$ cat src/hdl/ppt_pkg.sv
// ppt_pkg: shared types, constants and the arctangent table of the planar pose transform
// used by every module of the block, no dependencies
`timescale 1ns / 1ps
`default_nettype none

package ppt_pkg;

	localparam int unsigned COORD_W           = 32;
	localparam int unsigned HEADING_W         = 26;
	localparam int unsigned ANGLE_W           = 27;
	localparam int unsigned CORDIC_W          = 34;
	localparam int unsigned CORDIC_FRAC       = 30;
	localparam int unsigned CORDIC_STAGES_DEF = 18;
	localparam int unsigned FRACTION_BITS_DEF = 16;
	localparam int unsigned PREP_STAGES       = 3;
	localparam int unsigned BACK_STAGES       = 4;

	localparam longint HALF_TURN_DEG = 180;
	localparam longint DEG_SCALE     = 65536;
	localparam longint HALF_TURN     = HALF_TURN_DEG * DEG_SCALE;
	localparam longint QUARTER_TURN  = HALF_TURN / 2;
	localparam longint FULL_TURN     = HALF_TURN * 2;

	localparam logic signed [CORDIC_W-1:0] CORDIC_K = CORDIC_W'(652032874);

	typedef enum logic [1:0] {
		MODE_ROT = 2'd0,
		MODE_ADD = 2'd1,
		MODE_SUB = 2'd2,
		MODE_INV = 2'd3
	} mode_t;

	typedef enum logic [1:0] {
		CFG_POSE_X       = 2'd0,
		CFG_POSE_Y       = 2'd1,
		CFG_POSE_HEADING = 2'd2
	} cfg_idx_t;

	typedef struct packed {
		logic                      flip;
		mode_t                     mode;
		logic signed [COORD_W-1:0] py;
		logic signed [COORD_W-1:0] px;
	} item_t;

	// atan(2^-i) in 1/65536 degree, rounded to nearest
	function automatic logic signed [ANGLE_W-1:0] atan_deg(input int unsigned idx);
		logic signed [ANGLE_W-1:0] a;
		case (idx)
			0:  a = ANGLE_W'(2949120);
			1:  a = ANGLE_W'(1740967);
			2:  a = ANGLE_W'(919879);
			3:  a = ANGLE_W'(466945);
			4:  a = ANGLE_W'(234379);
			5:  a = ANGLE_W'(117304);
			6:  a = ANGLE_W'(58666);
			7:  a = ANGLE_W'(29335);
			8:  a = ANGLE_W'(14668);
			9:  a = ANGLE_W'(7334);
			10: a = ANGLE_W'(3667);
			11: a = ANGLE_W'(1833);
			12: a = ANGLE_W'(917);
			13: a = ANGLE_W'(458);
			14: a = ANGLE_W'(229);
			15: a = ANGLE_W'(115);
			16: a = ANGLE_W'(57);
			17: a = ANGLE_W'(29);
			18: a = ANGLE_W'(14);
			19: a = ANGLE_W'(7);
			20: a = ANGLE_W'(4);
			21: a = ANGLE_W'(2);
			22: a = ANGLE_W'(1);
			default: a = '0;
		endcase
		return a;
	endfunction

endpackage

`default_nettype wire

$ cat src/hdl/ppt_angle_prep.sv
// ppt_angle_prep: three stages that negate (for MODE_INV), wrap and fold the heading into [-90, 90] degrees
// depends on ppt_pkg
`timescale 1ns / 1ps
`default_nettype none

module ppt_angle_prep (
	input  logic                                 clk,
	input  logic [ppt_pkg::PREP_STAGES-1:0]      ld,
	input  logic signed [ppt_pkg::HEADING_W-1:0] heading,
	input  ppt_pkg::item_t                       item_in,
	output logic signed [ppt_pkg::ANGLE_W-1:0]   z_out,
	output ppt_pkg::item_t                       item_out
);
	import ppt_pkg::*;

	localparam logic signed [ANGLE_W-1:0] HALF_A    = ANGLE_W'(HALF_TURN);
	localparam logic signed [ANGLE_W-1:0] FULL_A    = ANGLE_W'(FULL_TURN);
	localparam logic signed [ANGLE_W-1:0] QUARTER_A = ANGLE_W'(QUARTER_TURN);

	logic signed [ANGLE_W-1:0] h_ext;
	logic signed [ANGLE_W-1:0] h_s1, m_s2, z_s3;
	logic signed [ANGLE_W-1:0] m_nxt, z_nxt;
	logic                      flip_nxt;
	item_t                     item_s1, item_s2, item_s3;
	item_t                     item_nxt;

	assign h_ext = ANGLE_W'(heading);

	always_comb begin
		if (h_s1 >= HALF_A) begin
			m_nxt = h_s1 - FULL_A;
		end else if (h_s1 < -HALF_A) begin
			m_nxt = h_s1 + FULL_A;
		end else begin
			m_nxt = h_s1;
		end
	end

	always_comb begin
		if (m_s2 > QUARTER_A) begin
			z_nxt    = m_s2 - HALF_A;
			flip_nxt = 1'b1;
		end else if (m_s2 < -QUARTER_A) begin
			z_nxt    = m_s2 + HALF_A;
			flip_nxt = 1'b1;
		end else begin
			z_nxt    = m_s2;
			flip_nxt = 1'b0;
		end
	end

	always_comb begin
		item_nxt      = item_s2;
		item_nxt.flip = flip_nxt;
	end

	always_ff @(posedge clk) begin
		if (ld[0]) begin
			h_s1    <= (item_in.mode == MODE_INV) ? -h_ext : h_ext;
			item_s1 <= item_in;
		end
		if (ld[1]) begin
			m_s2    <= m_nxt;
			item_s2 <= item_s1;
		end
		if (ld[2]) begin
			z_s3    <= z_nxt;
			item_s3 <= item_nxt;
		end
	end

	assign z_out    = z_s3;
	assign item_out = item_s3;

endmodule

`default_nettype wire

$ cat config.mk
export PLATFORM = sky130hd
export DESIGN_NAME = ppt_angle_prep
export DESIGN_NICKNAME = d
export VERILOG_FILES = /design/src/hdl/ppt_pkg.sv /design/src/hdl/ppt_angle_prep.sv
export SDC_FILE = /design/constraint.sdc
export NUM_CORES = 1
export LEC_CHECK = 0
export ABC_AREA = 1
export BUFFER_PORTS_ARGS = -buffer_cell sky130_fd_sc_hd__buf_2
export CORE_MARGIN = 2
export CORE_UTILIZATION = 45
export CTS_CLUSTER_DIAMETER = 120
export DETAILED_ROUTE_END_ITERATION = 10
export PLACE_DENSITY_LB_ADDON = 0.1
export RECOVER_POWER = 100
export SLEW_MARGIN = 30
export SYNTH_ARGS = -nofsm -noshare
export SYNTH_HDL_FRONTEND = slang
export SYNTH_SLANG_ARGS = --single-unit
$ cat constraint.sdc
create_clock -name clk -period 2.8 [get_ports clk]
set_clock_uncertainty 0.2 [all_clocks]
set_input_delay 0.28 -clock clk [delete_from_list [all_inputs] [get_ports clk]]
set_output_delay 0.28 -clock clk [all_outputs]
set_load 0.01 [all_outputs]
==> results of run 1 <==
through the flow:
step	power [mW]	hold WS (ns)	cells	setup slack, ns	area, µm²
after global routing	10.0	0.0442	1401	0.317	13700
after floorplan	5.72	0.179	750	1.01	10700
after detailed placement	6.12	0.205	1255	0.663	12100
final	9.59	0.0437	1401	0.469	13700
after CTS	9.74	0.00250	1401	0.702	13900
after global placement	6.10	0.200	1255	0.694	12100
state kept, by name, summed over array words and instances (netlist names):
| name | flops |
|---|---|
| item_out | 67 |
| item_nxt | 66 |
| item_s1 | 66 |
| h_s1 | 27 |
| m_s2 | 27 |
| z_out | 27 |
final cells by class:
cell class / instances / area (µm²) / share of cell area, %
Clock buffer: 35 / 748 / 5.46
Clock inverter: 18 / 129 / 0.940
Inverter: 38 / 154 / 1.12
Multi-Input combinational cell: 419 / 2030 / 14.8
Sequential cell: 280 / 8410 / 61.4
Tap cell: 319 / 399 / 2.91
Timing Repair Buffer: 292 / 1840 / 13.4
cells by family after synthesis:
group                    Yosys count  share of synthesized area [%]
XOR/XNOR                          29                           2.37
flip-flops                       280                           78.6
AND/OR/NAND/NOR                  354                           14.3
AO/OA/AOI/OAI                     28                           1.51
adder cells (fa/ha/maj)            8                          0.936
buffers and inverters             51                           2.27
where the power goes:
group          total (mW)  internal [mW]  leakage [nW]  switching [mW]
sequential           5.19           5.03          2.74           0.161
combinational       0.909          0.364          2.08           0.544
clock                3.49           2.00         0.429            1.49
per-layer routing:
| metal | wire length [µm] | vias up | track usage [%] |
|---|---|---|---|
| met2 | 10400 | 189 | 29.2 |
| met5 | 0 | - | 0 |
| li1 | - | 3264 | - |
| met1 | 8870 | 2963 | 21.3 |
| met4 | 523 | 0 | 5.53 |
| met3 | 1120 | 31 | 2.55 |
final timing paths:
path | endpoint | depth (start not counted) | slack [ns]
worst min-delay path | item_s1[31]$_DFFE_PP_ | 1 | 0.04
worst min register to register | item_nxt[62]$_DFFE_PP_ | 0 | 0.21
worst max-delay path | z_out[11]$_DFFE_PP_ | 3 | 0.47
worst max register to register | item_out[66]$_SDFFCE_PP1P_ | 7 | 0.49
layout by cell type (no fill, tap or decap), types with 5 or more instances in the layout:
| master | n |
|---|---|
| clkbuf_1 | 111 |
| edfxtp_1 | 280 |
| a21oi_1 | 7 |
| buf_4 | 5 |
| nand2_1 | 199 |
| clkinv_1 | 10 |
| xnor2_1 | 8 |
| nand3_1 | 56 |
| dlygate4sd3_1 | 93 |
| nor2_1 | 68 |
| ha_1 | 8 |
| inv_2 | 8 |
| buf_2 | 86 |
| inv_1 | 27 |
| o21ai_0 | 13 |
| xor2_1 | 21 |
| clkbuf_16 | 29 |
| nand4_1 | 11 |
what timing repair did:
action / CTS / global route
hold buffers: 93 / 0
gates resized for setup: 0 / 0
endpoints found under the hold margin: 114 / 0
==> metrics, run 1 <==
status complete, but fails checks; failing checks capacitance limit, slew limit; CP Launch Type input port; most frequent cell after synthesis edfxtp_1; global-route usage over all layers approximately 17%; clock latency on the worst-skew pair 0.55 ns; Slew @ Worst Pin roughly 2.0 ns; crit path kind input port to register; Final Util ~59%; RD Place Congestion between 0.8 and 0.9; total grt overflow 0; CP Launch Point ld[2]; num ports around 190; post-synthesis sequential area ratio between 70% and 80%; Post-Syn Area per Cell between 10 and 15 µm²; syn nets 855; largest area contributor in the netlist edfxtp_1; synth top area cells edfxtp_1, nand2_1, nand3_1, nor2_1, xor2_1; min-delay src ld[0]; starting density of the core a little under half; clock sinks 280; worst path arrival time between 2 and 2.5 ns; CP bufs+invs 3; FP Rows 56; Power Dens Cells approximately 700 nW/µm²; cell types with the highest counts after synthesis edfxtp_1, nand2_1, nor2_1; Reg clk slew, reported paths around 0.060 ns; CP max stage delay ~1.1 ns; CTS tree done; largest net degree at the start of global routing between 50 and 60; FF-to-FF Start m_s2[18]$_DFFE_PP_; Die X roughly 160 µm; routed wire length 20,900 µm; required time of the critical path between 2 and 3 ns; TNS Setup 0 ns; Setup Buffers After CTS 0; maxcap violations 2; Core ar. about 23,000 µm²; Leakage roughly 5.3 nW; Post-Syn Instances 750; die height around 160 µm; post-synth top area share 78.6%; initial antenna violation count 0; top_reg_cell synth edfxtp_1; Mapped Area between 10,000 and 15,000 µm²; crit path max-delay cell type clkbuf_1; area of the die around 25,000 µm²; Hold Path Class input port to register; final setup fails 0; area grow syn2layout 28.1%; Worst path top cell family by delay buffers and inverters; total CTS buffers 29; vias in the first global route 6,230; Yosys warnings 0; DR WL/cell roughly 15 µm; CP Max Fanout 23; Fillers between 2,000 and 2,500; Slew Limit Fails between 70 and 80; final worst-path cycle share 83.3%; # DRC 0; # diodes 0; Root Driver clkbuf_16; placed wire-length estimate 14,200 µm; min Tclk post-route roughly 2.3 ns; Final ANT Viol Nets 0; relative slew slack -33.4%; #FFs+latches synth 280; first-pass GRT wire length roughly 32,000 µm; final hold vios 0; share of layout cells above drive strength 1 between 10% and 20%; nets roughly 1,200; post-synthesis async set-or-reset flop share 0%; H-tree depth 1; f_max 429 MHz; # port buffers approximately 190; drt pass-1 iters 5; Vias/cell about 4.6; drt initial violations between 500 and 600; RSZ-0062 raised after global routing false; Peak supply drop roughly 0.45 mV; Worst setup EP type register; via count between 6,000 and 7,000; Clock Tree Buf Depth 3; number of enable flip-flop cells after synthesis 280; number of distinct library cells after synthesis 35; critical path, cell by cell dlygate4sd3_1 -> clkbuf_1 -> buf_4
Power figures use the tool's default switching activity.
==> inputs of run 2 (changes only) <==
Clock period 2.8 ns to 2.2 ns, I/O delays scaled along.
==> metrics, run 2 (synthesis gave the netlist of run 1 again) <==
Final ANT Viol Nets 0; placed wire-length estimate 14,600 µm; register area ~8400 µm²; CP Launch Type input port; H-tree depth 1; final setup fails 0; total CTS buffers 27; global-route usage over all layers 16.8%; max reg flops 67; Peak supply drop between 0.4 and 0.5 mV; DR WL/cell around 15 µm; cell count after placement 1,264; Die X 158 µm; most common cell after layout, fill and taps aside edfxtp_1; die height around 160 µm; routed wire length roughly 21,000 µm; initial antenna violation count 0; Fillers just under 2,000; TNS Setup 0 ns; Root Driver clkbuf_16; area grow syn2layout 27.8%; final non-filler cell total between 1,000 and 1,500; largest net degree at the start of global routing 37; # DRC 0; required time of the critical path about 2.2 ns; vias in the first global route between 6,000 and 7,000; Vias/cell between 4 and 5; starting density of the core between 40% and 50%; Reg clk slew, reported paths around 0.06 ns; worst hold path cell count 2; final worst-path setup slack about 0.15 ns; total grt overflow 0; drt pass-1 iters 4; worst path arrival time 2.02 ns; FP Rows between 50 and 60; worst-case reg-to-reg path depth 7; relative slew slack between 40% and 50%; RSZ-0062 raised after global routing false; via count ~6,500; share of layout cells above drive strength 1 between 15 and 20%; CP Max Fanout 33; final worst-path cycle share approximately 93%; # diodes 0; Slew Limit Fails 0; Core ar. between 20,000 and 25,000 µm²; crit path kind input port to register; Worst setup EP type register; Hold Path Class input port to register; total power 11.9 mW; clock sinks 280; first-pass GRT wire length approximately 33,000 µm; multi-input logic area between 2000 and 2500 µm²; Leakage around 5.2 nW; nets 1,174; # port buffers about 190; commonest cells after routing, fill and taps aside edfxtp_1, nand2_1, clkbuf_1; num ports approximately 190; maxcap violations 0; post-route cell area between 10,000 and 15,000 µm²; Post-Place Setup Slack 0.157 ns; Slew @ Worst Pin 0.865 ns; Clock Tree Buf Depth 3; area of the die 25,000 µm²; f_max slightly below 500 MHz; min Tclk post-route just over 2 ns; clock latency on the worst-skew pair 0.54 ns; drt initial violations just over 400; RD Place Congestion around 0.90; CTS tree done; final hold vios 0; Cell Area, Placed 12,200 µm²; status complete, no violations; Power Dens Cells between 800 and 900 nW/µm²
[run 2: cell count changes in the layout (fill, tap and decap cells not counted), sizes merged]
cell | before | now
bufinv | 1 | 0
clkbuf | 141 | 143
inv | 38 | 37
dlygate4sd3 | 93 | 95
buf | 93 | 94
clkinvlp | 0 | 1
[run 2: final timing paths]
check / from / endpoint / slack [ns]
hold / removal: item_in[46] / item_s1[46]$_DFFE_PP_ / 0.19
setup / recovery: ld[2] / item_out[0]$_DFFE_PP_ / 0.15
hold reg to reg: item_nxt[24]$_DFFE_PP_ / item_out[24]$_DFFE_PP_ / 0.21
setup reg to reg: m_s2[18]$_DFFE_PP_ / item_out[66]$_SDFFCE_PP1P_ / 0.16
[run 2: what timing repair did]
item	4_1_cts	5_1_grt
setup buffers	0	0
hold buffers	95	0
resized for setup	0	1
setup endpoints to repair	0	7
hold endpoints to repair	157	0
[run 2: final cells by class]
type | instances | share of cell area [%]
sequential | 280 | 61.5
multi-input combinational | 419 | 14.9
timing repair buffer | 303 | 13.8
clock buffer | 29 | 5.00
tap | 319 | 2.92
inverter | 38 | 1.13
clock inverter | 17 | 0.696
[run 2: power by group]
part | internal, mW | switching (mW)
registers | 6.40 | 0.201
clock network | 2.24 | 1.83
logic | 0.478 | 0.705
[run 2: worst max-delay path, stage by stage]
cell,delay [ns]
dlygate4sd3_1,0.54
clkbuf_2,0.66
clkbuf_2,0.58
[run 2: per-layer routing]
layer  part of all wire, %  vias up  GRT usage [%]
met1                    43     3036           21.3
met3                   5.5       31           2.68
li1                      -     3288              -
met5                     0        -              0
met2                    49      171           29.7
met4                   2.4        0           4.98
[run 2: stage by stage]
step,hold slack [ns],util [%]
5_1_grt,0.185,58.4
3_5_place_dp,0.198,52.1
4_1_cts,0.165,59.5
2_1_floorplan,0.119,-
6_report,0.189,58.4
3_3_place_gp,0.197,52.1
==> inputs of run 3 (changes only) <==
Settings changed: SETUP_SLACK_MARGIN set to 0.15.
==> metrics, run 3 (synthesis gave the netlist of run 1 again) <==
register area around 8400 µm²; largest net degree at the start of global routing 37; worst path arrival time approximately 2.1 ns; total grt overflow 0; drt pass-1 iters 6; WP depth 8; Post-Place Setup Slack around 0.16 ns; starting density of the core between 40% and 50%; clock latency on the worst-skew pair between 0.5 and 0.6 ns; initial antenna violation count 0; final hold vios 0; CP Max Fanout 6; Die X between 150 and 200 µm; Worst setup EP type register; Slew Limit Fails 0; worst-case reg-to-reg path depth 8; drt initial violations 387; most common cell after layout, fill and taps aside edfxtp_1; clock sinks 280; global-route usage over all layers around 17%; H-tree depth 1; critical path, cell by cell inv_2 -> ha_1 -> nand3_1 -> nand3_1 -> a21oi_1 -> nand2_1 -> nand3b_1 -> nand2_1; required time of the critical path between 2 and 2.5 ns; min Tclk post-route 2.01 ns; TNS Setup 0 ns; Worst R2R End m_s2[20]$_DFFE_PP_; CP bufs+invs 1; crit path kind register to register; Hold Path Class input port to register; final worst-path cycle share between 90% and 100%; # diodes 0; Worst path top cell family by delay simple AND/OR/NAND/NOR gates; CP Launch Type register; Vias/cell 4.65; crit path max-delay cell type edfxtp_1; CTS tree done; vias in the first global route between 6,000 and 7,000; final worst-path setup slack 0.186 ns; DR WL/cell about 15 µm; commonest cells after routing, fill and taps aside edfxtp_1, nand2_1, clkbuf_1; FF-to-FF Start h_s1[19]$_DFFE_PP_; relative slew slack 37.1%; Peak supply drop between 0.5 and 0.6 mV; Root Driver clkbuf_16; CP max stage delay 0.50 ns; maxcap violations 0; CP Launch Point h_s1[19]$_DFFE_PP_; Clock Tree Buf Depth 3; FP Rows 56; num ports 191; share of layout cells above drive strength 1 roughly 17%; nets roughly 1,200; max reg flops 67; multi-input logic area 2060 µm²; total CTS buffers 27; Fillers 1,979; RD Place Congestion between 0.8 and 0.9; Slew @ Worst Pin 0.944 ns; first-pass GRT wire length around 33,000 µm; Core ar. around 23,000 µm²; area of the die ~25,000 µm²; Power Dens Cells approximately 860 nW/µm²; status complete, no violations; # port buffers between 150 and 200; f_max 496 MHz; routed wire length 21,200 µm; Final ANT Viol Nets 0; CP endpoint m_s2[20]$_DFFE_PP_; worst hold path cell count 2; Reg clk slew, reported paths 0.06 ns; # DRC 0; area grow syn2layout 29.3%; Leakage 5.33 nW; placed wire-length estimate 14,600 µm; via count approximately 6,600; die height 158 µm; RSZ-0062 raised after global routing true; final setup fails 0; worst reg2reg setup slack 0.19 ns
[run 3: cell types whose count changed in the layout (fill, tap and decap cells not counted), moves of 3 or more]
cell and delta:
buf_12 +3, buf_4 +14, clkbuf_2 -4, nand2_2 -3
[run 3: report_power, final]
part | internal (mW) | leakage (nW) | switching (mW) | total (mW)
clock | 2.24 | 0.383 | 1.84 | 4.07
sequential | 6.40 | 2.74 | 0.180 | 6.58
combinational | 0.521 | 2.21 | 0.737 | 1.26
total | 9.15 | 5.33 | 2.75 | 11.9
[run 3: worst min path at each step]
stage / startpoint / slack [ns] / to
finish: item_in[46] / 0.19 / item_s1[46]$_DFFE_PP_
floorplan: heading[0] / 0.12 / h_s1[0]$_DFFE_PP_
global placement: item_in[19] / 0.20 / item_s1[19]$_DFFE_PP_
global route: item_in[36] / 0.19 / item_s1[36]$_DFFE_PP_
detailed placement: item_in[42] / 0.20 / item_s1[42]$_DFFE_PP_
CTS: item_in[42] / 0.16 / item_s1[42]$_DFFE_PP_
[run 3: layout make-up]
class / count / area share, %
flip-flops and latches: 280 / 60.8
inverters: 38 / 1.11
well taps: 319 / 2.89
clock inverters: 17 / 0.687
multi-input cells: 420 / 14.9
repair buffers: 316 / 14.7
clock buffers: 29 / 4.94
[run 3: routing by layer]
metal,GRT usage (%),vias to the layer above,part of all wire [%]
met5,0,-,0
met4,4.98,0,2.4
met3,2.68,31,5.4
met2,29.7,187,49
met1,21.3,3061,43
li1,-,3318,-
[run 3: what timing repair did]
action                                  4_1_cts  5_1_grt
endpoints found under the setup margin        2       20
pin swaps                                     0        1
endpoints found under the hold margin       157        0
hold buffers                                 95        0
resized for setup                             1        5
cloned                                        0        1
buffers inserted                              0       13
[run 3: per-stage QoR]
| stage | util, % | power [mW] | cell area (µm²) | hold WS [ns] | cells |
|---|---|---|---|---|---|
| floorplan | - | 7.28 | 10700 | 0.119 | 750 |
| global placement | 52.1 | 7.80 | 12200 | 0.197 | 1264 |
| detailed placement | 52.1 | 7.82 | 12200 | 0.198 | 1264 |
| CTS | 59.5 | 12.0 | 13900 | 0.165 | 1405 |
| global route | 59.1 | 12.4 | 13800 | 0.185 | 1419 |
| finish | 59.1 | 11.9 | 13800 | 0.189 | 1419 |
