**src/hdl/ppt_pkg.sv**
```systemverilog
// ppt_pkg: shared types, constants and the arctangent table of the planar pose transform
// used by every module of the block, no dependencies
`timescale 1ns / 1ps
`default_nettype none

package ppt_pkg;

	localparam int unsigned COORD_W           = 32;
	localparam int unsigned HEADING_W         = 26;
	localparam int unsigned ANGLE_W           = 27;
	localparam int unsigned CORDIC_W          = 34;
	localparam int unsigned CORDIC_FRAC       = 30;
	localparam int unsigned CORDIC_STAGES_DEF = 18;
	localparam int unsigned FRACTION_BITS_DEF = 16;
	localparam int unsigned PREP_STAGES       = 3;
	localparam int unsigned BACK_STAGES       = 4;

	localparam longint HALF_TURN_DEG = 180;
	localparam longint DEG_SCALE     = 65536;
	localparam longint HALF_TURN     = HALF_TURN_DEG * DEG_SCALE;
	localparam longint QUARTER_TURN  = HALF_TURN / 2;
	localparam longint FULL_TURN     = HALF_TURN * 2;

	localparam logic signed [CORDIC_W-1:0] CORDIC_K = CORDIC_W'(652032874);

	typedef enum logic [1:0] {
		MODE_ROT = 2'd0,
		MODE_ADD = 2'd1,
		MODE_SUB = 2'd2,
		MODE_INV = 2'd3
	} mode_t;

	typedef enum logic [1:0] {
		CFG_POSE_X       = 2'd0,
		CFG_POSE_Y       = 2'd1,
		CFG_POSE_HEADING = 2'd2
	} cfg_idx_t;

	typedef struct packed {
		logic                      flip;
		mode_t                     mode;
		logic signed [COORD_W-1:0] py;
		logic signed [COORD_W-1:0] px;
	} item_t;

	// atan(2^-i) in 1/65536 degree, rounded to nearest
	function automatic logic signed [ANGLE_W-1:0] atan_deg(input int unsigned idx);
		logic signed [ANGLE_W-1:0] a;
		case (idx)
			0:  a = ANGLE_W'(2949120);
			1:  a = ANGLE_W'(1740967);
			2:  a = ANGLE_W'(919879);
			3:  a = ANGLE_W'(466945);
			4:  a = ANGLE_W'(234379);
			5:  a = ANGLE_W'(117304);
			6:  a = ANGLE_W'(58666);
			7:  a = ANGLE_W'(29335);
			8:  a = ANGLE_W'(14668);
			9:  a = ANGLE_W'(7334);
			10: a = ANGLE_W'(3667);
			11: a = ANGLE_W'(1833);
			12: a = ANGLE_W'(917);
			13: a = ANGLE_W'(458);
			14: a = ANGLE_W'(229);
			15: a = ANGLE_W'(115);
			16: a = ANGLE_W'(57);
			17: a = ANGLE_W'(29);
			18: a = ANGLE_W'(14);
			19: a = ANGLE_W'(7);
			20: a = ANGLE_W'(4);
			21: a = ANGLE_W'(2);
			22: a = ANGLE_W'(1);
			default: a = '0;
		endcase
		return a;
	endfunction

endpackage

`default_nettype wire

```
**src/hdl/ppt_cordic_cell.sv**
```systemverilog
// ppt_cordic_cell: one rotation step of the degree-based cordic, passes the beat to the next cell
// depends on ppt_pkg
`timescale 1ns / 1ps
`default_nettype none

module ppt_cordic_cell #(
	parameter int unsigned SHIFT = 0
) (
	input  logic                                clk,
	input  logic                                ld,
	input  logic signed [ppt_pkg::CORDIC_W-1:0] x_in,
	input  logic signed [ppt_pkg::CORDIC_W-1:0] y_in,
	input  logic signed [ppt_pkg::ANGLE_W-1:0]  z_in,
	input  ppt_pkg::item_t                      item_in,
	output logic signed [ppt_pkg::CORDIC_W-1:0] x_out,
	output logic signed [ppt_pkg::CORDIC_W-1:0] y_out,
	output logic signed [ppt_pkg::ANGLE_W-1:0]  z_out,
	output ppt_pkg::item_t                      item_out
);
	import ppt_pkg::*;

	localparam logic signed [ANGLE_W-1:0] ATAN = atan_deg(SHIFT);

	logic signed [CORDIC_W-1:0] x_q, y_q, xs, ys;
	logic signed [ANGLE_W-1:0]  z_q;
	item_t                      item_q;

	assign xs = x_in >>> SHIFT;
	assign ys = y_in >>> SHIFT;

	always_ff @(posedge clk) begin
		if (ld) begin
			item_q <= item_in;
			if (!z_in[ANGLE_W-1]) begin
				x_q <= x_in - ys;
				y_q <= y_in + xs;
				z_q <= z_in - ATAN;
			end else begin
				x_q <= x_in + ys;
				y_q <= y_in - xs;
				z_q <= z_in + ATAN;
			end
		end
	end

	assign x_out    = x_q;
	assign y_out    = y_q;
	assign z_out    = z_q;
	assign item_out = item_q;

endmodule

`default_nettype wire

```
**config.mk**
```make
export PLATFORM = sky130hd
export DESIGN_NAME = ppt_cordic_cell
export DESIGN_NICKNAME = d
export VERILOG_FILES = /design/src/hdl/ppt_pkg.sv /design/src/hdl/ppt_cordic_cell.sv
export SDC_FILE = /design/constraint.sdc
export NUM_CORES = 1
export LEC_CHECK = 0
export ABC_AREA = 0
export BUFFER_PORTS_ARGS = -buffer_cell sky130_fd_sc_hd__buf_2
export CORE_MARGIN = 2
export CORE_UTILIZATION = 40
export DETAILED_ROUTE_END_ITERATION = 10
export GPL_TIMING_DRIVEN = 0
export PLACE_DENSITY = 0.63
export SETUP_SLACK_MARGIN = 0.02
export SLEW_MARGIN = 15
export SYNTH_ARGS = -nofsm -noshare
export SYNTH_HDL_FRONTEND = slang
export SYNTH_SLANG_ARGS = --single-unit
```
**constraint.sdc**
```tcl
create_clock -name clk -period 8.4 [get_ports clk]
set_input_delay 0.84 -clock clk [delete_from_list [all_inputs] [get_ports clk]]
set_output_delay 0.84 -clock clk [all_outputs]
set_load 0.02 [all_outputs]
```
==> results of run 1 <==
[placed cells by master (no fill, tap or decap), types with 17 or more instances in the layout]
cell type    n
nand2_1     46
nor2_1      87
nor3_1      18
ha_1       108
buf_2      326
a21oi_1    137
inv_1      110
edfxtp_1   161
clkbuf_16   17
clkbuf_1    30
a21o_1      24
o21ai_0     54
o21bai_1    30
o21ai_1     28
xnor2_1     59
[kinds of logic (layout without fill, tap and decap cells)]
kind of cell / count (synthesis) / count (layout)
AO/OA/AOI/OAI: 365 / 365
AND/OR/NAND/NOR: 207 / 207
buffers and inverters: 162 / 520
flip-flops: 161 / 161
adder cells (fa/ha/maj): 112 / 112
XOR/XNOR: 72 / 72
multiplexers: 12 / 12
other: 0 / 1
[layer usage]
metal | up-vias | track usage [%] | share of wire [%]
li1 | 4610 | - | -
met1 | 4631 | 30.31 | 41
met2 | 440 | 41.09 | 49
met3 | 69 | 4.372 | 7.3
met4 | 0 | 8.921 | 3.0
met5 | - | 0 | 0
[metrics by stage]
step           utilization [%]  hold slack, ps  instance area (µm²)
2_1_floorplan                -           938.9                10860
3_3_place_gp             48.18            1017                12910
3_5_place_dp             48.32            1018                12950
4_1_cts                  50.54           560.1                13540
5_1_grt                  50.55           555.3                13550
6_report                 50.55           577.1                13550
[power groups by stage]
| stage | sequential [mW] | clock (mW) | combinational (mW) |
|---|---|---|---|
| 6_report | 1.03 | 0.798 | 0.786 |
| 2_1_floorplan | 1.18 | 0 | 0.356 |
| 3_3_place_gp | 1.05 | 0 | 0.771 |
| 5_1_grt | 1.04 | 0.836 | 0.846 |
| 3_5_place_dp | 1.05 | 0 | 0.777 |
| 4_1_cts | 1.03 | 0.811 | 0.782 |
[cell type report]
class,instances,share of cell area [%]
multi-input combinational,768,39.84
sequential,161,35.69
timing repair buffer,326,12.28
inverter,117,3.242
tap,341,3.150
clock buffer,17,3.140
buffer,45,1.404
clock inverter,15,1.238
antenna,1,0.01847
[registers in the layout, summed over array words and instances (netlist names)]
register / count
item_out: 67
y_out: 33
x_out: 34
z_out: 27
[worst max-delay path by stage]
stage	endpoint	cells after the start
after CTS	z_out[25]	15
final	z_out[25]	15
after global routing	z_out[25]	15
after detailed placement	z_out[25]	15
after global placement	z_out[25]	15
after floorplan	y_out[30]	13
==> impl_metrics.tcl, run 1 <==
set metrics [dict create \
    hold_violations 0 \
    firstDrtPassIters 5 \
    dp_hpwl_um 27630 \
    p_sw_share_pct 35.80 \
    portBuffers 325 \
    detail_route.wl_per_cell_um 19.75 \
    area_growth_pct 24.73 \
    fin_ws_ps 3880 \
    p_per_area_nw_per_um2 193.0 \
    drt_wl_total_um 35370 \
    maxSlewHeadroom_pct 23.41 \
    die_w_um 168.8 \
    netlist.area_leader.share_pct 44.52 \
    synth_edf_count 161 \
    worstSetupStartpoint "z_in[26]" \
    drv_slew 0 \
    cts_hold_buf 0 \
    hold_depth 1 \
    setup_viol 0 \
    yosys-top-cells-count "161 x edfxtp_1, 137 x a21oi_1, 110 x inv_1, 108 x ha_1, 87 x nor2_1" \
    yosys-mux-area-fraction_pct 1.118 \
    netlist_area_um2 10860 \
    core-area_um2 26800 \
    cp_num_buf_inv 4 \
    min_period_ps 4520 \
    post-place-ws_ps 3427 \
    finalNonFillerCells 1791 \
    start_kind "input pin" \
    max-clock-path-buffers 2 \
    ys_warn_count 0 \
    crit_slowest_cell "buf_1" \
    grt_max_degree 109 \
    synth_seq_cells 161 \
    root_buffer "clkbuf_16" \
    p_comb_share_pct 30.1 \
    htreeDepth 4 \
    yosysUniqueCellTypes 67 \
    synthSimpleGateAreaFrac_pct 8.756 \
    rsz0062_at_grt "false" \
    cts-resized-gates 0 \
    synthXorXnorAreaFrac_pct 5.806 \
    die_area_um2 28490 \
    vias_per_cell 5.444 \
    worst_pin_slew_ps 1149 \
    clock_sinks 161 \
    synth_top_family_by_area "compound AO/OA/AOI/OAI gates" \
    start_util_pct 40.52 \
    multiInputGateArea_um2 5396 \
    synth_compound_area_share_pct 20.83 \
    crit_top_cell "a21oi_1" \
    synth_nets 1367 \
    fmax_mhz 221.2 \
    num_rows 60 \
    clockPowerShare_pct 30.5 \
    tns_ps 0 \
    overflow 0 \
    ant_nets 0 \
    clkSlewWorstSetupHoldPaths_ps 80 \
    drive_gt1_share_pct 26.16 \
    crit_required_ps 8590 \
    grtUsageTotal_pct 24.00 \
    numCtsBuffers 17 \
    avgSynthCellArea_um2 9.955 \
    grt_pass1_vias 9212 \
    outcome "completed" \
    p_int_mw 1.678 \
    yosysMostFrequentCell "edfxtp_1" \
    seqPwrFrac_pct 39.4 \
    antenna_found_initial 1 \
    critPathMaxStageDelay_ps 920 \
    hp-class "in -> reg" \
    synth_area_leader_cell "edfxtp_1" \
    grt_pass1_wl_um 52500 \
    holdCritStartpoint "z_in[14]" \
    ir_worst_vdd_mv 0.1184 \
    async_flop_share_pct 0 \
    ys_seq_area_share_pct 44.52 \
    final_nets 1712 \
    crit_path_end_kind "flip-flop" \
    n_fill_cell 2535 \
    crit_family "buffers and inverters" \
    synthAdderAreaFrac_pct 13.18 \
    path_class "in -> reg" \
    path_max_fanout 16 \
    synthTopCellsByArea "edfxtp_1 45%, ha_1 12%, a21oi_1 6.3%" \
    fin_crit_sh_pct 53.81 \
    gp_congestion 0.9627 \
    leakagePower_nw 6.045 \
    drc_errors 0 \
    vias 9750 \
    drtIter0Drc 693 \
    ys.flop_type "edfxtp_1" \
    total_power_mw 2.614 \
    cts_setup_buffers 0 \
    die_y_um 168.8 \
    maxCapViolCount 0 \
    hold_path_end "z_out[14]" \
    regArea_um2 4835 \
    ios 326 \
    tritoncts "yes" \
    dpl.cell_count 1758 \
    crit_chain "buf_2 -> inv_1 -> buf_1 -> buf_1 -> ha_1 -> a21o_1 -> a21oi_1 -> o21bai_1 -> a21oi_1 -> nor2b_1 -> o21a_1 -> o21ai_0 -> nand2b_1 -> a21oi_1 -> xnor2_1" \
    p_switching_mw 0.9360 \
    synth_cells 1091 \
    arrival_ps 4710 \
]
Power figures use the tool's default switching activity.
==> run 2: changes to the inputs <==
--- a/config.mk
+++ b/config.mk
@@ -5,13 +5,13 @@
 export SDC_FILE = /design/constraint.sdc
 export NUM_CORES = 1
 export LEC_CHECK = 0
-export ABC_AREA = 0
+export ABC_AREA = 1
 export BUFFER_PORTS_ARGS = -buffer_cell sky130_fd_sc_hd__buf_2
 export CORE_MARGIN = 2
 export CORE_UTILIZATION = 40
 export DETAILED_ROUTE_END_ITERATION = 10
 export GPL_TIMING_DRIVEN = 0
-export PLACE_DENSITY = 0.63
+export PLACE_DENSITY = 0.64
 export SETUP_SLACK_MARGIN = 0.02
 export SLEW_MARGIN = 15
 export SYNTH_ARGS = -nofsm -noshare
==> constraint.sdc (replaced) <==
create_clock -name clk -period 3.71 [get_ports clk]
set_input_delay 0.371 -clock clk [delete_from_list [all_inputs] [get_ports clk]]
set_output_delay 0.371 -clock clk [all_outputs]
set_load 0.02 [all_outputs]
==> run 2 against run 1 <==
Against the previous run:
- worst hold slack lost 470 ps
- synthesized area grew 14%
- flip-flop and latch count is the same
- largest power group unchanged
==> impl_metrics.tcl, run 2 <==
set metrics [dict create \
    crit_path_end_kind "flip-flop" \
    post-place-ws_ps -260.9 \
    synth_nets 1877 \
    final_common_cell "nand2_1" \
    leakagePower_nw 7.428 \
    multiInputGateArea_um2 6484 \
    async_flop_share_pct 0 \
    numCtsBuffers 17 \
    netlist_area_um2 12350 \
    drc_errors 0 \
    start_util_pct 40.49 \
    synth_area_leader_cell "edfxtp_1" \
    num_rows 64 \
    clockPowerShare_pct 29.6 \
    outcome "completed" \
    cts_hold_buf 0 \
    fmax_mhz 307.9 \
    overflow 0 \
    detail_route.wl_per_cell_um 18.66 \
    crit_required_ps 3900 \
    arrival_ps 3440 \
    cts_setup_buffers 0 \
    maxCapViolCount 0 \
    synth_compound_area_share_pct 12.51 \
    fin_area_um2 15110 \
    tns_ps 0 \
    synthTopCellsByArea "edfxtp_1 39%, nand2_1 13%, ha_1 11%" \
    place_area_um2 14510 \
    largest_reg_flops 67 \
    seqPwrFrac_pct 37.8 \
    antenna_found_initial 2 \
    p_per_area_nw_per_um2 401.3 \
    fin_crit_sh_pct 87.55 \
    synthSimpleGateAreaFrac_pct 26.05 \
    dp_hpwl_um 36220 \
    synth_top_family_by_area "simple AND/OR/NAND/NOR gates" \
    hold_violations 0 \
    rsz0062_at_grt "false" \
    root_buffer "clkbuf_16" \
    postLayoutCoreUtil_pct 49.52 \
    yosysMostFrequentCell "nand2_1" \
    ys.flop_type "edfxtp_1" \
    yosysUniqueCellTypes 43 \
    worst_pin_slew_ps 910.8 \
    grt_pass1_vias 11890 \
    netlist.area_leader.share_pct 39.14 \
    clock_sinks 161 \
    min_period_ps 3248 \
    p_comb_share_pct 32.6 \
    die_y_um 179.7 \
    hp-class "in -> reg" \
    drt_wl_total_um 43960 \
    avgSynthCellArea_um2 7.715 \
    final_nets 2222 \
    die_w_um 179.7 \
    final_cell_mix "414 x nand2_1, 340 x buf_2, 200 x inv_1" \
    ant_nets 0 \
    hold_path_end "z_out[10]" \
    synthXorXnorAreaFrac_pct 2.340 \
    regArea_um2 4835 \
    maxSlewHeadroom_pct 39.28 \
    yosys-mux-area-fraction_pct 0 \
    max-clock-path-buffers 2 \
    portBuffers 325 \
    holdCritStartpoint "z_in[10]" \
    p_sw_share_pct 37.86 \
    path_class "in -> reg" \
    hold_depth 1 \
    gp_congestion 0.9384 \
    grtUsageTotal_pct 26.87 \
    ys_warn_count 0 \
    clkSlewWorstSetupHoldPaths_ps 80 \
    drtIter0Drc 934 \
    yosys-top-cells-count "414 x nand2_1, 200 x inv_1, 161 x edfxtp_1, 153 x nand3_1, 135 x a21oi_1" \
    synth_seq_cells 161 \
    htreeDepth 4 \
    synth_cells 1601 \
    drv_slew 0 \
    n_fill_cell 3080 \
    fin_ws_ps 461.8 \
    core-area_um2 30510 \
    ys_seq_area_share_pct 39.14 \
    area_growth_pct 22.31 \
    tritoncts "yes" \
    ir_worst_vdd_mv 0.3053 \
    drive_gt1_share_pct 22.05 \
    synthAdderAreaFrac_pct 11.59 \
    grt_max_degree 92 \
    hold_ws_ps 102.3 \
    vias_per_cell 5.252 \
    ios 326 \
    vias 12370 \
    die_area_um2 32300 \
    synth_edf_count 161 \
    start_kind "input pin" \
    path_max_fanout 16 \
    p_switching_mw 2.295 \
    firstDrtPassIters 6 \
    p_int_mw 3.767 \
    grt_pass1_wl_um 66670 \
    setup_viol 0 \
]
==> run 2: layout make-up <==
class / instances / area share (%)
antenna: 1 / 0.01656
buffer: 43 / 1.607
clock buffer: 17 / 2.816
clock inverter: 15 / 1.102
inverter: 211 / 5.243
multi-input combinational: 1186 / 42.92
sequential: 161 / 32.00
tap: 396 / 3.280
timing repair buffer: 326 / 11.02
==> run 2: kinds of logic after synthesis <==
group	Yosys count
AO/OA/AOI/OAI	282
XOR/XNOR	33
adder cells (fa/ha/maj)	112
buffers and inverters	254
flip-flops	161
AND/OR/NAND/NOR	759
==> run 2: worst max-delay path, stage by stage <==
cell	delay [ps]
buf_2	110
clkbuf_1	550
clkinv_1	400
clkbuf_2	460
ha_1	500
nand2_1	80
o21ai_0	160
a21oi_1	90
o21ai_0	440
a21o_1	190
a21oi_1	60
==> run 2: per-stage QoR <==
stage	std cells	power, mW
2_1_floorplan	1601	3.557
3_3_place_gp	2322	4.270
3_5_place_dp	2323	4.287
4_1_cts	2355	6.081
5_1_grt	2356	6.374
6_report	2356	6.063
==> run 2: power by group through the flow <==
stage / registers [mW] / logic, mW / clock network [mW]
after floorplan: 2.61 / 0.949 / 0
after global placement: 2.34 / 1.93 / 0
after detailed placement: 2.34 / 1.95 / 0
after CTS: 2.30 / 1.96 / 1.82
after global routing: 2.32 / 2.16 / 1.90
final: 2.29 / 1.98 / 1.79
==> run 2: worst max path at each step <==
stage / startpoint / endpoint / slack [ps] / cells past startpoint
6_report: z_in[26] / z_out[26] / 460 / 11
5_1_grt: z_in[26] / z_out[26] / 200 / 11
4_1_cts: z_in[26] / z_out[26] / 210 / 11
3_5_place_dp: z_in[26] / z_out[26] / -260 / 11
3_3_place_gp: z_in[26] / z_out[26] / -250 / 11
2_1_floorplan: z_in[26] / z_out[26] / 1260 / 10
==> run 2: repair_timing <==
item,in CTS,in global routing
hold endpoints to repair,0,0
resized for setup,0,3
endpoints found under the setup margin,0,1
==> run 2: per-layer routing <==
metal / wire [µm] / global-route usage, %
met1: 18650 / 34.89
met2: 21100 / 46.15
met3: 3000 / 3.667
met4: 1204 / 8.943
met5: 0 / 0
==> run 3: changes to the inputs <==
--- a/config.mk
+++ b/config.mk
@@ -5,13 +5,12 @@
 export SDC_FILE = /design/constraint.sdc
 export NUM_CORES = 1
 export LEC_CHECK = 0
-export ABC_AREA = 1
 export BUFFER_PORTS_ARGS = -buffer_cell sky130_fd_sc_hd__buf_2
 export CORE_MARGIN = 2
-export CORE_UTILIZATION = 40
+export CORE_UTILIZATION = 34
 export DETAILED_ROUTE_END_ITERATION = 10
 export GPL_TIMING_DRIVEN = 0
-export PLACE_DENSITY = 0.64
+export PLACE_DENSITY = 0.57
 export SETUP_SLACK_MARGIN = 0.02
 export SLEW_MARGIN = 15
 export SYNTH_ARGS = -nofsm -noshare
==> run 3 against run 2 <==
Against the previous run:
- sequential power increased by 2%
- flip-flop and latch count is the same
- critical path depth increased by 3
- via count shrank 22%
- setup slack got worse by 260 ps
- global-route usage is 5.5 points lower
- critical endpoint is now y_out[31]
==> impl_metrics.tcl, run 3 (synthesis results as in run 1) <==
set metrics [dict create \
    outcome "completed" \
    vias 9697 \
    core-area_um2 31470 \
    clock_sinks 161 \
    hold_ws_ps 101.2 \
    min_period_ps 3508 \
    cts_setup_buffers 0 \
    vias_per_cell 5.236 \
    p_per_area_nw_per_um2 438.1 \
    num_rows 65 \
    ant_nets 0 \
    clockPowerShare_pct 31.0 \
    grt_pass1_vias 9387 \
    crit_slowest_cell "a211oi_1" \
    gp_congestion 0.9242 \
    die_area_um2 33390 \
    clkSlewWorstSetupHoldPaths_ps 70 \
    ios 326 \
    ir_worst_vdd_mv 0.3136 \
    detail_route.wl_per_cell_um 19.81 \
    multiInputGateArea_um2 5396 \
    final_common_cell "buf_2" \
    fmax_mhz 285.1 \
    max-clock-path-buffers 2 \
    worst_pin_slew_ps 932.8 \
    drive_gt1_share_pct 26.29 \
    n_fill_cell 3152 \
    crit_required_ps 3880 \
    hp-class "in -> reg" \
    place_area_um2 13030 \
    post-place-ws_ps -1095 \
    fin_crit_sh_pct 94.55 \
    firstDrtPassIters 6 \
    p_sw_share_pct 35.27 \
    drt_wl_total_um 36690 \
    die_w_um 182.7 \
    dp_hpwl_um 28990 \
    htreeDepth 4 \
    root_buffer "clkbuf_16" \
    hold_violations 0 \
    start_kind "input pin" \
    p_int_mw 3.870 \
    p_switching_mw 2.109 \
    crit_chain "buf_2 -> inv_1 -> ha_1 -> buf_2 -> nor3_1 -> o21ai_1 -> a21oi_1 -> o21ai_1 -> a21oi_1 -> nor2_1 -> o211a_1 -> a211oi_1 -> a311oi_1 -> xor2_1" \
    antenna_found_initial 1 \
    drc_errors 0 \
    overflow 0 \
    tritoncts "yes" \
    drtIter0Drc 730 \
    area_growth_pct 25.66 \
    final_nets 1712 \
    maxCapViolCount 0 \
    portBuffers 325 \
    drv_slew 0 \
    path_max_fanout 9 \
    p_comb_share_pct 30.0 \
    die_y_um 182.7 \
    grt_pass1_wl_um 54250 \
    total_power_mw 5.979 \
    final_cell_mix "327 x buf_2, 161 x edfxtp_1, 137 x a21oi_1" \
    grt_max_degree 109 \
    numCtsBuffers 17 \
    rsz0062_at_grt "false" \
    setup_viol 0 \
    grtUsageTotal_pct 21.42 \
    tns_ps 0 \
    critPathMaxStageDelay_ps 480 \
    start_util_pct 34.51 \
    maxSlewHeadroom_pct 37.82 \
    fin_area_um2 13650 \
    largest_reg_flops 67 \
    arrival_ps 3680 \
    seqPwrFrac_pct 39.0 \
    crit_path_end_kind "flip-flop" \
    regArea_um2 4835 \
    path_class "in -> reg" \
    fin_ws_ps 202.3 \
    leakagePower_nw 6.066 \
]
run 3: cell types whose count changed in the layout (fill, tap and decap cells not counted), sizes merged, moves of 11 or more:
cell / change
mux2i: +11
nand2: -376
xnor2: +57
xor2: -18
inv: -91
nor2: -51
o21ai: -15
nand3: -150
clkbuf: +21
buf: -19
a211oi: +14
o21bai: +20
run 3: per-layer routing:
metal  vias up  share of wire [%]  track usage, %
met1      4575                 41           26.35
met3        59                7.1           3.492
li1       4623                  -               -
met2       440                 49           37.34
met5         -                  0               0
met4         0                3.0           8.710
run 3: final timing paths:
| check | start | to | slack (ps) | cells after the start |
|---|---|---|---|---|
| hold / removal | item_in[4] | item_out[4] | 100 | 1 |
| setup / recovery | x_in[3] | y_out[31] | 200 | 14 |
run 3: what timing repair did:
item                       CTS  global route
setup endpoints to repair    3             1
gates resized for setup      3             3
cloned                       0             0
hold buffers                 0             0
run 3: stage by stage:
step           util [%]  cells
3_5_place_dp      41.39   1819
6_report          43.36   1852
5_1_grt           43.36   1852
4_1_cts           43.36   1851
2_1_floorplan         -   1091
3_3_place_gp      41.27   1818
run 3: power groups by stage:
stage	clock (mW)	sequential, mW	combinational [mW]
after CTS	1.91	2.33	1.79
after floorplan	0	2.67	0.805
final	1.86	2.33	1.79
after global routing	1.97	2.35	1.94
after global placement	0	2.38	1.78
after detailed placement	0	2.37	1.78
run 3: layout make-up:
cell class | instances | area share [%]
Multi-Input combinational cell | 768 | 39.54
Sequential cell | 161 | 35.43
Timing Repair Buffer | 326 | 12.19
Tap cell | 402 | 3.686
Antenna cell | 1 | 0.01834
Buffer | 45 | 1.430
Inverter | 117 | 3.218
Clock inverter | 15 | 1.366
Clock buffer | 17 | 3.117
run 3: critical path, delay by kind of cell:
kind                       cells  cell delay, ps
AOI/OAI and AO/OA              7            2170
xor gates and xnor gates       1             180
adders and majority gates      1             270
buffers and inverters          3             350
and+or+nand+nor                2             350
